<file path="src/design/npf_pkg.sv">
// Shared constants and types for the next prime finder.
`default_nettype none

package npf_pkg;

    localparam int DATA_WIDTH = 32;
    localparam int VAL_W = DATA_WIDTH - 1;
    localparam int CNT_W = $clog2(VAL_W);
    localparam int IN_TDATA_W = ((DATA_WIDTH + 7) / 8) * 8;
    localparam int OUT_TDATA_W = ((VAL_W + 7) / 8) * 8;

    localparam logic [VAL_W-1:0] PRIME_FLOOR = VAL_W'(2);

    typedef struct packed {
        logic             start;
        logic [VAL_W-1:0] dividend;
        logic [VAL_W-1:0] divisor;
    } div_req_t;

    typedef struct packed {
        logic             done;
        logic [VAL_W-1:0] quotient;
        logic [VAL_W-1:0] remainder;
    } div_rsp_t;

endpackage

`default_nettype wire

</file>
<file path="src/design/next_prime_finder.sv">
// Top level: finds the smallest prime at or above a signed start value.
// Each trial divisor costs one bit-serial division, started and checked by the control FSM.
// Negative starts and starts of two or less skip the divider; otherwise each tried candidate
// is divided by trial divisors from 2 up to its square root, until one divides it.
// One item is worked on at a time; a finished result waits in the output register.
// Reset is asynchronous and active low; it returns the block to idle with no result pending.
`default_nettype none

module next_prime_finder
    import npf_pkg::*;
(
    input  wire logic                   clk,
    input  wire logic                   rst_n,
    input  wire logic                   s_tvalid,
    output logic                        s_tready,
    input  wire logic [IN_TDATA_W-1:0]  s_tdata,   // start_value
    output logic                        m_tvalid,
    input  wire logic                   m_tready,
    output logic [OUT_TDATA_W-1:0]      m_tdata    // next_prime, zero fill
);

    localparam logic [1:0] ST_IDLE   = 2'd0;
    localparam logic [1:0] ST_DIV    = 2'd1;
    localparam logic [1:0] ST_FINISH = 2'd2;

    logic [1:0]       state_reg;
    logic [1:0]       state_next;
    logic             start_reg;
    logic             start_next;
    logic [VAL_W-1:0] cand_reg;
    logic [VAL_W-1:0] cand_next;
    logic [VAL_W-1:0] dvs_reg;
    logic [VAL_W-1:0] dvs_next;
    logic             out_valid_reg;
    logic             out_valid_next;
    logic [VAL_W-1:0] out_data_reg;
    logic [VAL_W-1:0] out_data_next;
    logic             trivial;
    div_req_t         div_req;
    div_rsp_t         div_rsp;

    assign trivial = s_tdata[DATA_WIDTH-1] || (s_tdata[VAL_W-1:0] <= PRIME_FLOOR);

    assign div_req.start = start_reg;
    assign div_req.dividend = cand_reg;
    assign div_req.divisor = dvs_reg;

    npf_serial_div u_div
    (
        .clk   (clk),
        .rst_n (rst_n),
        .req   (div_req),
        .rsp   (div_rsp)
    );

    assign s_tready = (state_reg == ST_IDLE);

    always_comb
    begin
        state_next = state_reg;
        start_next = 1'b0;
        cand_next = cand_reg;
        dvs_next = dvs_reg;
        out_valid_next = out_valid_reg;
        out_data_next = out_data_reg;
        if (out_valid_reg && m_tready)
        begin
            out_valid_next = 1'b0;
        end
        unique case (state_reg)
            ST_IDLE:
            begin
                if (s_tvalid)
                begin
                    if (trivial)
                    begin
                        cand_next = PRIME_FLOOR;
                        state_next = ST_FINISH;
                    end
                    else
                    begin
                        cand_next = s_tdata[VAL_W-1:0];
                        dvs_next = PRIME_FLOOR;
                        start_next = 1'b1;
                        state_next = ST_DIV;
                    end
                end
            end
            ST_DIV:
            begin
                if (div_rsp.done)
                begin
                    if (dvs_reg > div_rsp.quotient)
                    begin
                        state_next = ST_FINISH;
                    end
                    else if (div_rsp.remainder == '0)
                    begin
                        cand_next = cand_reg + VAL_W'(1);
                        dvs_next = PRIME_FLOOR;
                        start_next = 1'b1;
                    end
                    else
                    begin
                        dvs_next = dvs_reg + VAL_W'(1);
                        start_next = 1'b1;
                    end
                end
            end
            ST_FINISH:
            begin
                if (!out_valid_reg || m_tready)
                begin
                    out_valid_next = 1'b1;
                    out_data_next = cand_reg;
                    state_next = ST_IDLE;
                end
            end
            default:
            begin
                state_next = ST_IDLE;
            end
        endcase
    end

    always_ff @(posedge clk or negedge rst_n)
    begin
        if (!rst_n)
        begin
            state_reg <= ST_IDLE;
            start_reg <= 1'b0;
            out_valid_reg <= 1'b0;
        end
        else
        begin
            state_reg <= state_next;
            start_reg <= start_next;
            out_valid_reg <= out_valid_next;
        end
    end

    always_ff @(posedge clk)
    begin
        cand_reg <= cand_next;
        dvs_reg <= dvs_next;
        out_data_reg <= out_data_next;
    end

    assign m_tvalid = out_valid_reg;
    assign m_tdata = {{(OUT_TDATA_W - VAL_W){1'b0}}, out_data_reg};

endmodule

`default_nettype wire

</file>
<file path="src/design/npf_serial_div.sv">
// Bit-serial restoring divider that yields one quotient bit per cycle.
`default_nettype none

module npf_serial_div
    import npf_pkg::*;
(
    input  wire logic     clk,
    input  wire logic     rst_n,
    input  wire div_req_t req,
    output div_rsp_t      rsp
);

    logic             busy_reg;
    logic             busy_next;
    logic             done_reg;
    logic             done_next;
    logic [CNT_W-1:0] count_reg;
    logic [CNT_W-1:0] count_next;
    logic [VAL_W-1:0] dvd_reg;
    logic [VAL_W-1:0] dvd_next;
    logic [VAL_W-1:0] rem_reg;
    logic [VAL_W-1:0] rem_next;
    logic [VAL_W-1:0] dvs_reg;
    logic [VAL_W-1:0] dvs_next;
    logic [VAL_W:0]   shifted;
    logic [VAL_W:0]   trial;
    logic             last_step;

    assign shifted = {rem_reg, dvd_reg[VAL_W-1]};
    assign trial = shifted - {1'b0, dvs_reg};
    assign last_step = (count_reg == CNT_W'(VAL_W - 1));

    always_comb
    begin
        busy_next = busy_reg;
        done_next = 1'b0;
        count_next = count_reg;
        dvd_next = dvd_reg;
        rem_next = rem_reg;
        dvs_next = dvs_reg;
        if (req.start)
        begin
            busy_next = 1'b1;
            count_next = '0;
            dvd_next = req.dividend;
            rem_next = '0;
            dvs_next = req.divisor;
        end
        else if (busy_reg)
        begin
            if (!trial[VAL_W])
            begin
                rem_next = trial[VAL_W-1:0];
                dvd_next = {dvd_reg[VAL_W-2:0], 1'b1};
            end
            else
            begin
                rem_next = shifted[VAL_W-1:0];
                dvd_next = {dvd_reg[VAL_W-2:0], 1'b0};
            end
            count_next = count_reg + CNT_W'(1);
            if (last_step)
            begin
                busy_next = 1'b0;
                done_next = 1'b1;
            end
        end
    end

    always_ff @(posedge clk or negedge rst_n)
    begin
        if (!rst_n)
        begin
            busy_reg <= 1'b0;
            done_reg <= 1'b0;
            count_reg <= '0;
        end
        else
        begin
            busy_reg <= busy_next;
            done_reg <= done_next;
            count_reg <= count_next;
        end
    end

    always_ff @(posedge clk)
    begin
        dvd_reg <= dvd_next;
        rem_reg <= rem_next;
        dvs_reg <= dvs_next;
    end

    assign rsp.done = done_reg;
    assign rsp.quotient = dvd_reg;
    assign rsp.remainder = rem_reg;

endmodule

`default_nettype wire
</file>
<file path="config.mk">
export PLATFORM = sky130hd
export DESIGN_NAME = next_prime_finder
export DESIGN_NICKNAME = d
export VERILOG_FILES = /design/src/design/npf_pkg.sv /design/src/design/next_prime_finder.sv /design/src/design/npf_serial_div.sv
export SDC_FILE = /design/constraint.sdc
export NUM_CORES = 1
export LEC_CHECK = 0
export ABC_AREA = 1
export ABC_CLOCK_PERIOD_IN_PS = 10250
export BUFFER_PORTS_ARGS = -buffer_cell sky130_fd_sc_hd__buf_2
export CAP_MARGIN = 10
export CORE_ASPECT_RATIO = 0.7
export CORE_MARGIN = 1
export CORE_UTILIZATION = 25
export DETAILED_ROUTE_END_ITERATION = 8
export PLACE_DENSITY = 0.48
export SLEW_MARGIN = 25
export SYNTH_ARGS = -nofsm -noshare
export SYNTH_HDL_FRONTEND = slang
export SYNTH_SLANG_ARGS = --single-unit
</file>
<file path="constraint.sdc">
create_clock -name clk -period 10.25 [get_ports clk]
set_clock_uncertainty 0.15 [all_clocks]
set_input_delay 2.5625 -clock clk [delete_from_list [all_inputs] [get_ports clk]]
set_output_delay 2.5625 -clock clk [all_outputs]
set_load 0.005 [all_outputs]
</file>
==> After elaboration in Yosys (flattened, before gate mapping) <==
Cells that the tools add are included.
{ "classes": {"eq_ne": 10, "order_cmp": 2, "add_sub_neg": 4, "mux": 38, "reduce_logical": 12} }
{ "op_table": {"columns": ["cell", "count"], "rows": [
  ["$mux W31", 13],
  ["$pmux W31 S2", 2],
  ["$add A31 B1 Y31 const B", 2],
  ["$sub A32 B31 Y32", 1],
  ["$gt A31 B31 Y1", 1],
  ["$le A31 B2 Y1 const B", 1],
  ["$logic_not A31 Y1", 1],
  ["$mux W1", 14],
  ["$ne A2 B2 Y1 const B", 6],
  ["$mux W2", 5],
  ["$mux W5", 2],
  ["$reduce_and A5 Y1", 2],
  ["$pmux W2 S3", 1],
  ["$add A5 B1 Y5 const B", 1],
  ["$eq A5 B5 Y1 const B", 1],
  ["$reduce_and A4 Y1", 1],
  ["$reduce_bool A2 Y1", 2],
  ["$eq A2 B1 Y1 const B", 1],
  ["$eq A2 B2 Y1 const B", 1],
  ["$logic_not A2 Y1", 1],
  ["$logic_or A1 B1 Y1", 2],
  ["$ne A2 B1 Y1 const B", 1],
  ["$pmux W1 S2", 1],
  ["$reduce_and A2 Y1", 1],
  ["other kinds (2)", 2]
]} }
{ "totals": {"register_bits": 197, "output_inout_bits": 34} }

==> Depth between registers and ports, before layout <==
{ "depth": {"word_depth": 5, "mapped_depth": 17, "mapped_depth_nobuf": 16} }

==> By module <==
From an unflattened synthesis, not the netlist that was laid out.
{ "hier_totals": {"hier_cells": 1720, "hier_area_um2": 12979.9} }
{ "modules_own_cells": {"columns": ["mod", "instances", "area_per_inst_um2", "cells_each"], "rows": [
  ["npf_serial_div", 1, 6687.7, 988],
  ["next_prime_finder", 1, 6292.3, 732]
]} }

==> Least setup slack after synthesis <==
Ideal clock, no wire load.
{ "synth_path": {"path_kind": "input port to flip-flop", "start": "in s_tvalid", "end": "reg cand_reg[0] (enable)", "n_path_buf": 0, "required_ps": 9681, "setup_ps": 419, "path_stages": 4, "path_slack_ps": 5568, "arrival_time_ps": 4113, "cell_sequence": "o22ai_1 nor2_1 o21ai_0 nor2_1"} }
{ "synth_between": {"elab_chain_cells": 2} }
{ "synth_lines": {"columns": ["item", "line", "rtl"], "rows": [
  ["start: declaration", "next_prime_finder.sv:14", "input wire logic s_tvalid,"],
  ["$ne A2 B2 Y1 (no line)", null, null],
  ["$reduce_and A5 Y1 (no line)", null, null],
  ["end signal: assignment", "next_prime_finder.sv:144", "cand_reg <= cand_next;"],
  ["end: declaration", "next_prime_finder.sv:30", "logic [VAL_W-1:0] cand_reg;"]
]} }
No other way between the ends.
A chain may end at the register's enable or synchronous reset.

==> Worst setup path after layout <==
{ "layout_path": {"start": "in s_tdata[7]", "end": "reg dvs_reg[4] (enable)"} }
{ "layout_between": {"elab_chain_cells": 4} }
{ "layout_lines": {"columns": ["item", "line", "rtl"], "rows": [
  ["start: declaration", "next_prime_finder.sv:16", "input wire logic [IN_TDATA_W-1:0] s_tdata,"],
  ["$le A31 B2 Y1", "next_prime_finder.sv:42", "assign trivial = s_tdata[DATA_WIDTH-1] || (s_tdata[VAL_W-1:0] <= PRIME_FLOOR);"],
  ["$logic_or A1 B1 Y1", "next_prime_finder.sv:42", null],
  ["$ne A2 B2 Y1 (no line)", null, null],
  ["$reduce_and A5 Y1 (no line)", null, null],
  ["end signal: assignment", "next_prime_finder.sv:145", "dvs_reg <= dvs_next;"],
  ["end: declaration", "next_prime_finder.sv:32", "logic [VAL_W-1:0] dvs_reg;"]
]} }
No other way between the ends.

==> impl_results.rst <==
.. list-table::
   :header-rows: 1

   * - Metric
     - Value
   * - Initial antenna violation count
     - 0
   * - Die footprint
     - 51200 sq um
   * - Final setup vio count
     - 0
   * - Post-DP HPWL
     - 27.4 mm
   * - Most Crowded Layer GR
     - met1
   * - Synthesized area per cell
     - 7.67 sq um
   * - Mean routed wirelength per cell
     - 14.7 um
   * - CTS-repair resized insts
     - 0
   * - Origin of the worst setup path
     - s_tdata[7]
   * - Seq. cell area
     - 5550 sq um
   * - Global-route wire length before repair
     - 55.6 mm
   * - Post-synth cell types
     - 49
   * - Fin crit share
     - 42.7%
   * - Worst-case vdd ir drop
     - 0.122 mV
   * - Clock tree from TritonCTS
     - done
   * - Synthesized netlist cell count
     - 1638
   * - Syn Std Cell Area
     - 12600 sq um
   * - Clk pin slew, worst setup/hold paths
     - 0.08 ns
   * - Die X
     - 270 um
   * - Remaining design rule violation count
     - 0
   * - Post-Place Worst Slack
     - 5.44 ns
   * - All-Layer GR Usage
     - 13.8%
   * - Number of CTS-inserted buffers
     - 17
   * - Type of the worst min-delay path
     - reg2reg
   * - Clock latency of the later-clocked register in the worst-skew pair
     - 0.46 ns
   * - Rel. slew slack
     - 45.8%
   * - Hold Fails Final Rpt
     - 0
   * - Overflow after GRT
     - 0
   * - GR Layer Usage met3
     - 2.60%
   * - Area growth, synth to finish
     - 13.6%
   * - Fraction of final layout cells sized beyond drive strength 1
     - 8.61%
   * - Number of clock sinks
     - 197
   * - Setup crit end kind
     - flop
   * - Number of synthesized register bits
     - 197
   * - PnR worst setup slack
     - 5.87 ns
   * - Post-CTS Repair Setup Buffers
     - 0
   * - Via count normalized by instance count
     - 4.40
   * - Met1 demand-to-capacity share in global routing
     - 22.1%
   * - Total power divided by cell area
     - 304 nW/um^2
   * - Via count of the first global-routing pass
     - 9951
   * - Run status
     - finished clean
   * - Global Route met2 Usage
     - 18.7%
   * - Setup crit start kind
     - input pin
   * - Initial cell density of the core
     - 25.4%
   * - Most common cell after layout, fill and taps aside
     - nand2_1
   * - Finished Layout Cells
     - 2384
   * - Clock Path Buffers
     - 2
   * - Source of the worst register-to-register timing path
     - u_div.rem_reg[24]
   * - Signal arrival time at the worst endpoint
     - 4.39 ns
   * - Area of the multi-input gates
     - 5840 sq um
   * - Origin of the worst min-delay path
     - u_div.count_reg[4]
   * - Net count after synthesis
     - 1741
   * - Count of buffers from port buffering
     - 68
   * - Number of diodes
     - 0
   * - Number of levels the H-tree was split into
     - 4
   * - Most frequent cells in the layout
     - nand2_1, inv_1, edfxtp_1
   * - WP data required
     - 10.26 ns
   * - Die height
     - 190 um
   * - Final ANT Viol Nets
     - 0
   * - Placed cell count
     - 2352
   * - Root Buffer
     - clkbuf_16
   * - Final slew viol count
     - 0
   * - Hold Worst Slack
     - 0.328 ns
   * - Maximum operating frequency
     - 228 MHz
   * - Largest net degree at the start of global routing
     - 70
   * - CP max FO
     - 31
   * - Initial DRC Count
     - 902
   * - Unrepaired setup endpoints after global routing
     - false
   * - Placeable core region
     - 49400 sq um
   * - Minimum clock period after layout
     - 4.38 ns
   * - Fill cell count
     - 5365
   * - Hold-fix buffers at CTS
     - 0
   * - Nets@finish
     - 1809
   * - Area of all placed cells without fillers
     - 14300 sq um
   * - Number of standard-cell rows in the floorplan
     - 68
   * - Sum of negative setup slack
     - 0 ns
   * - # Max-Cap Violations
     - 0
   * - Routability congestion estimate from global placement
     - 0.899
   * - Total length of routed wires
     - 35.1 mm
   * - Via total after detailed routing
     - 10500
   * - Top-Level Pins
     - 70
   * - Pre-Repair DR Iteration Count
     - 4
   * - Actual slew at the worst max-slew pin
     - 0.812 ns
   * - Area after DPL
     - 13700 sq um
   * - Type of the worst setup path
     - in2reg
   * - Share of the yosys chip area belonging to registers
     - 44.2%
   * - Leakage
     - 6.63 nW
   * - Synthesis warning total
     - 0
-- cells in the mapped netlist, drive strengths merged --
master	n	area, sq um
nand3b	6	45.0
nand2	550	2130
conb	1	3.75
xor2	21	184
o21ai	55	279
or2	4	25.0
ha	66	826
inv	279	1050
buf	10	83.8
o21bai	4	30.0
a22o	8	70.1
a21oi	46	245
and3	2	12.5
clkinv	1	3.75
nand4	30	188
edfxtp	155	4650
nor3b	5	37.5
and2	4	25.0
nor3	34	175
a21o	1	7.51
dfrtp	11	275
nand3	111	588
xnor2	32	280
dfxtp	31	621
clkbuf	18	67.6
o22ai	1	6.26
fa	1	20.0
nor4	11	68.8
o21a	2	15.0
a31oi	1	6.26
nor2	134	526
o31ai	3	22.5
-- critical path, cell delays in order --
cell and delay, ns:
buf_2 0.10, nor4_1 0.28, nand3_1 0.25, o21ai_0 0.64, nor2_1 0.08, nand2_1 0.13
nand2_1 0.07, buf_4 0.26
-- logic make-up after synthesis --
logic type / Yosys count / share of synthesized area, %
fa+ha+maj: 67 / 6.73
compound gates: 121 / 5.43
flops: 197 / 44.2
xor+xnor: 53 / 3.69
simple gates: 891 / 30.4
buf+inv: 308 / 9.57
other cells: 1 / 0.0298
-- path summary, 6_finish.rpt --
check	depth (start not counted)	end	slack (ns)
worst max-delay path	8	dvs_reg[4]	5.87
worst min-delay path	1	u_div.count_reg[4]	0.33
worst max register to register	6	cand_reg[22]	6.73
worst min register to register	1	u_div.count_reg[4]	0.33
max in group asynchronous	1	start_reg	7.86
min in group asynchronous	1	u_div.count_reg[3]	1.83
-- layout make-up --
type,count,area share (%)
clock buffer,17,2.98
clock inverter,15,1.24
inverter,280,7.36
multi-input combinational,1133,40.9
sequential,197,38.9
tap,665,5.83
timing repair buffer,77,2.86
-- routing by layer --
layer | wire, um | vias to the layer above
li1 | - | 5390
met1 | 19500 | 4863
met2 | 13500 | 214
met3 | 1770 | 19
met4 | 288 | 0
met5 | 0 | -
-- power by group --
group | total (mW) | switching (mW) | internal (mW) | leakage (nW)
logic | 2.10 | 1.39 | 0.709 | 4.43
registers | 1.55 | 0.284 | 1.26 | 1.91
clock network | 0.688 | 0.356 | 0.332 | 0.291
-- through the flow --
step | total power [mW] | util, %
5_1_grt | 4.73 | 28.9
4_1_cts | 4.36 | 28.9
6_report | 4.33 | 28.9
3_3_place_gp | 3.62 | 27.7
2_1_floorplan | 3.02 | -
3_5_place_dp | 3.65 | 27.7
Power figures use the tool's default switching activity.
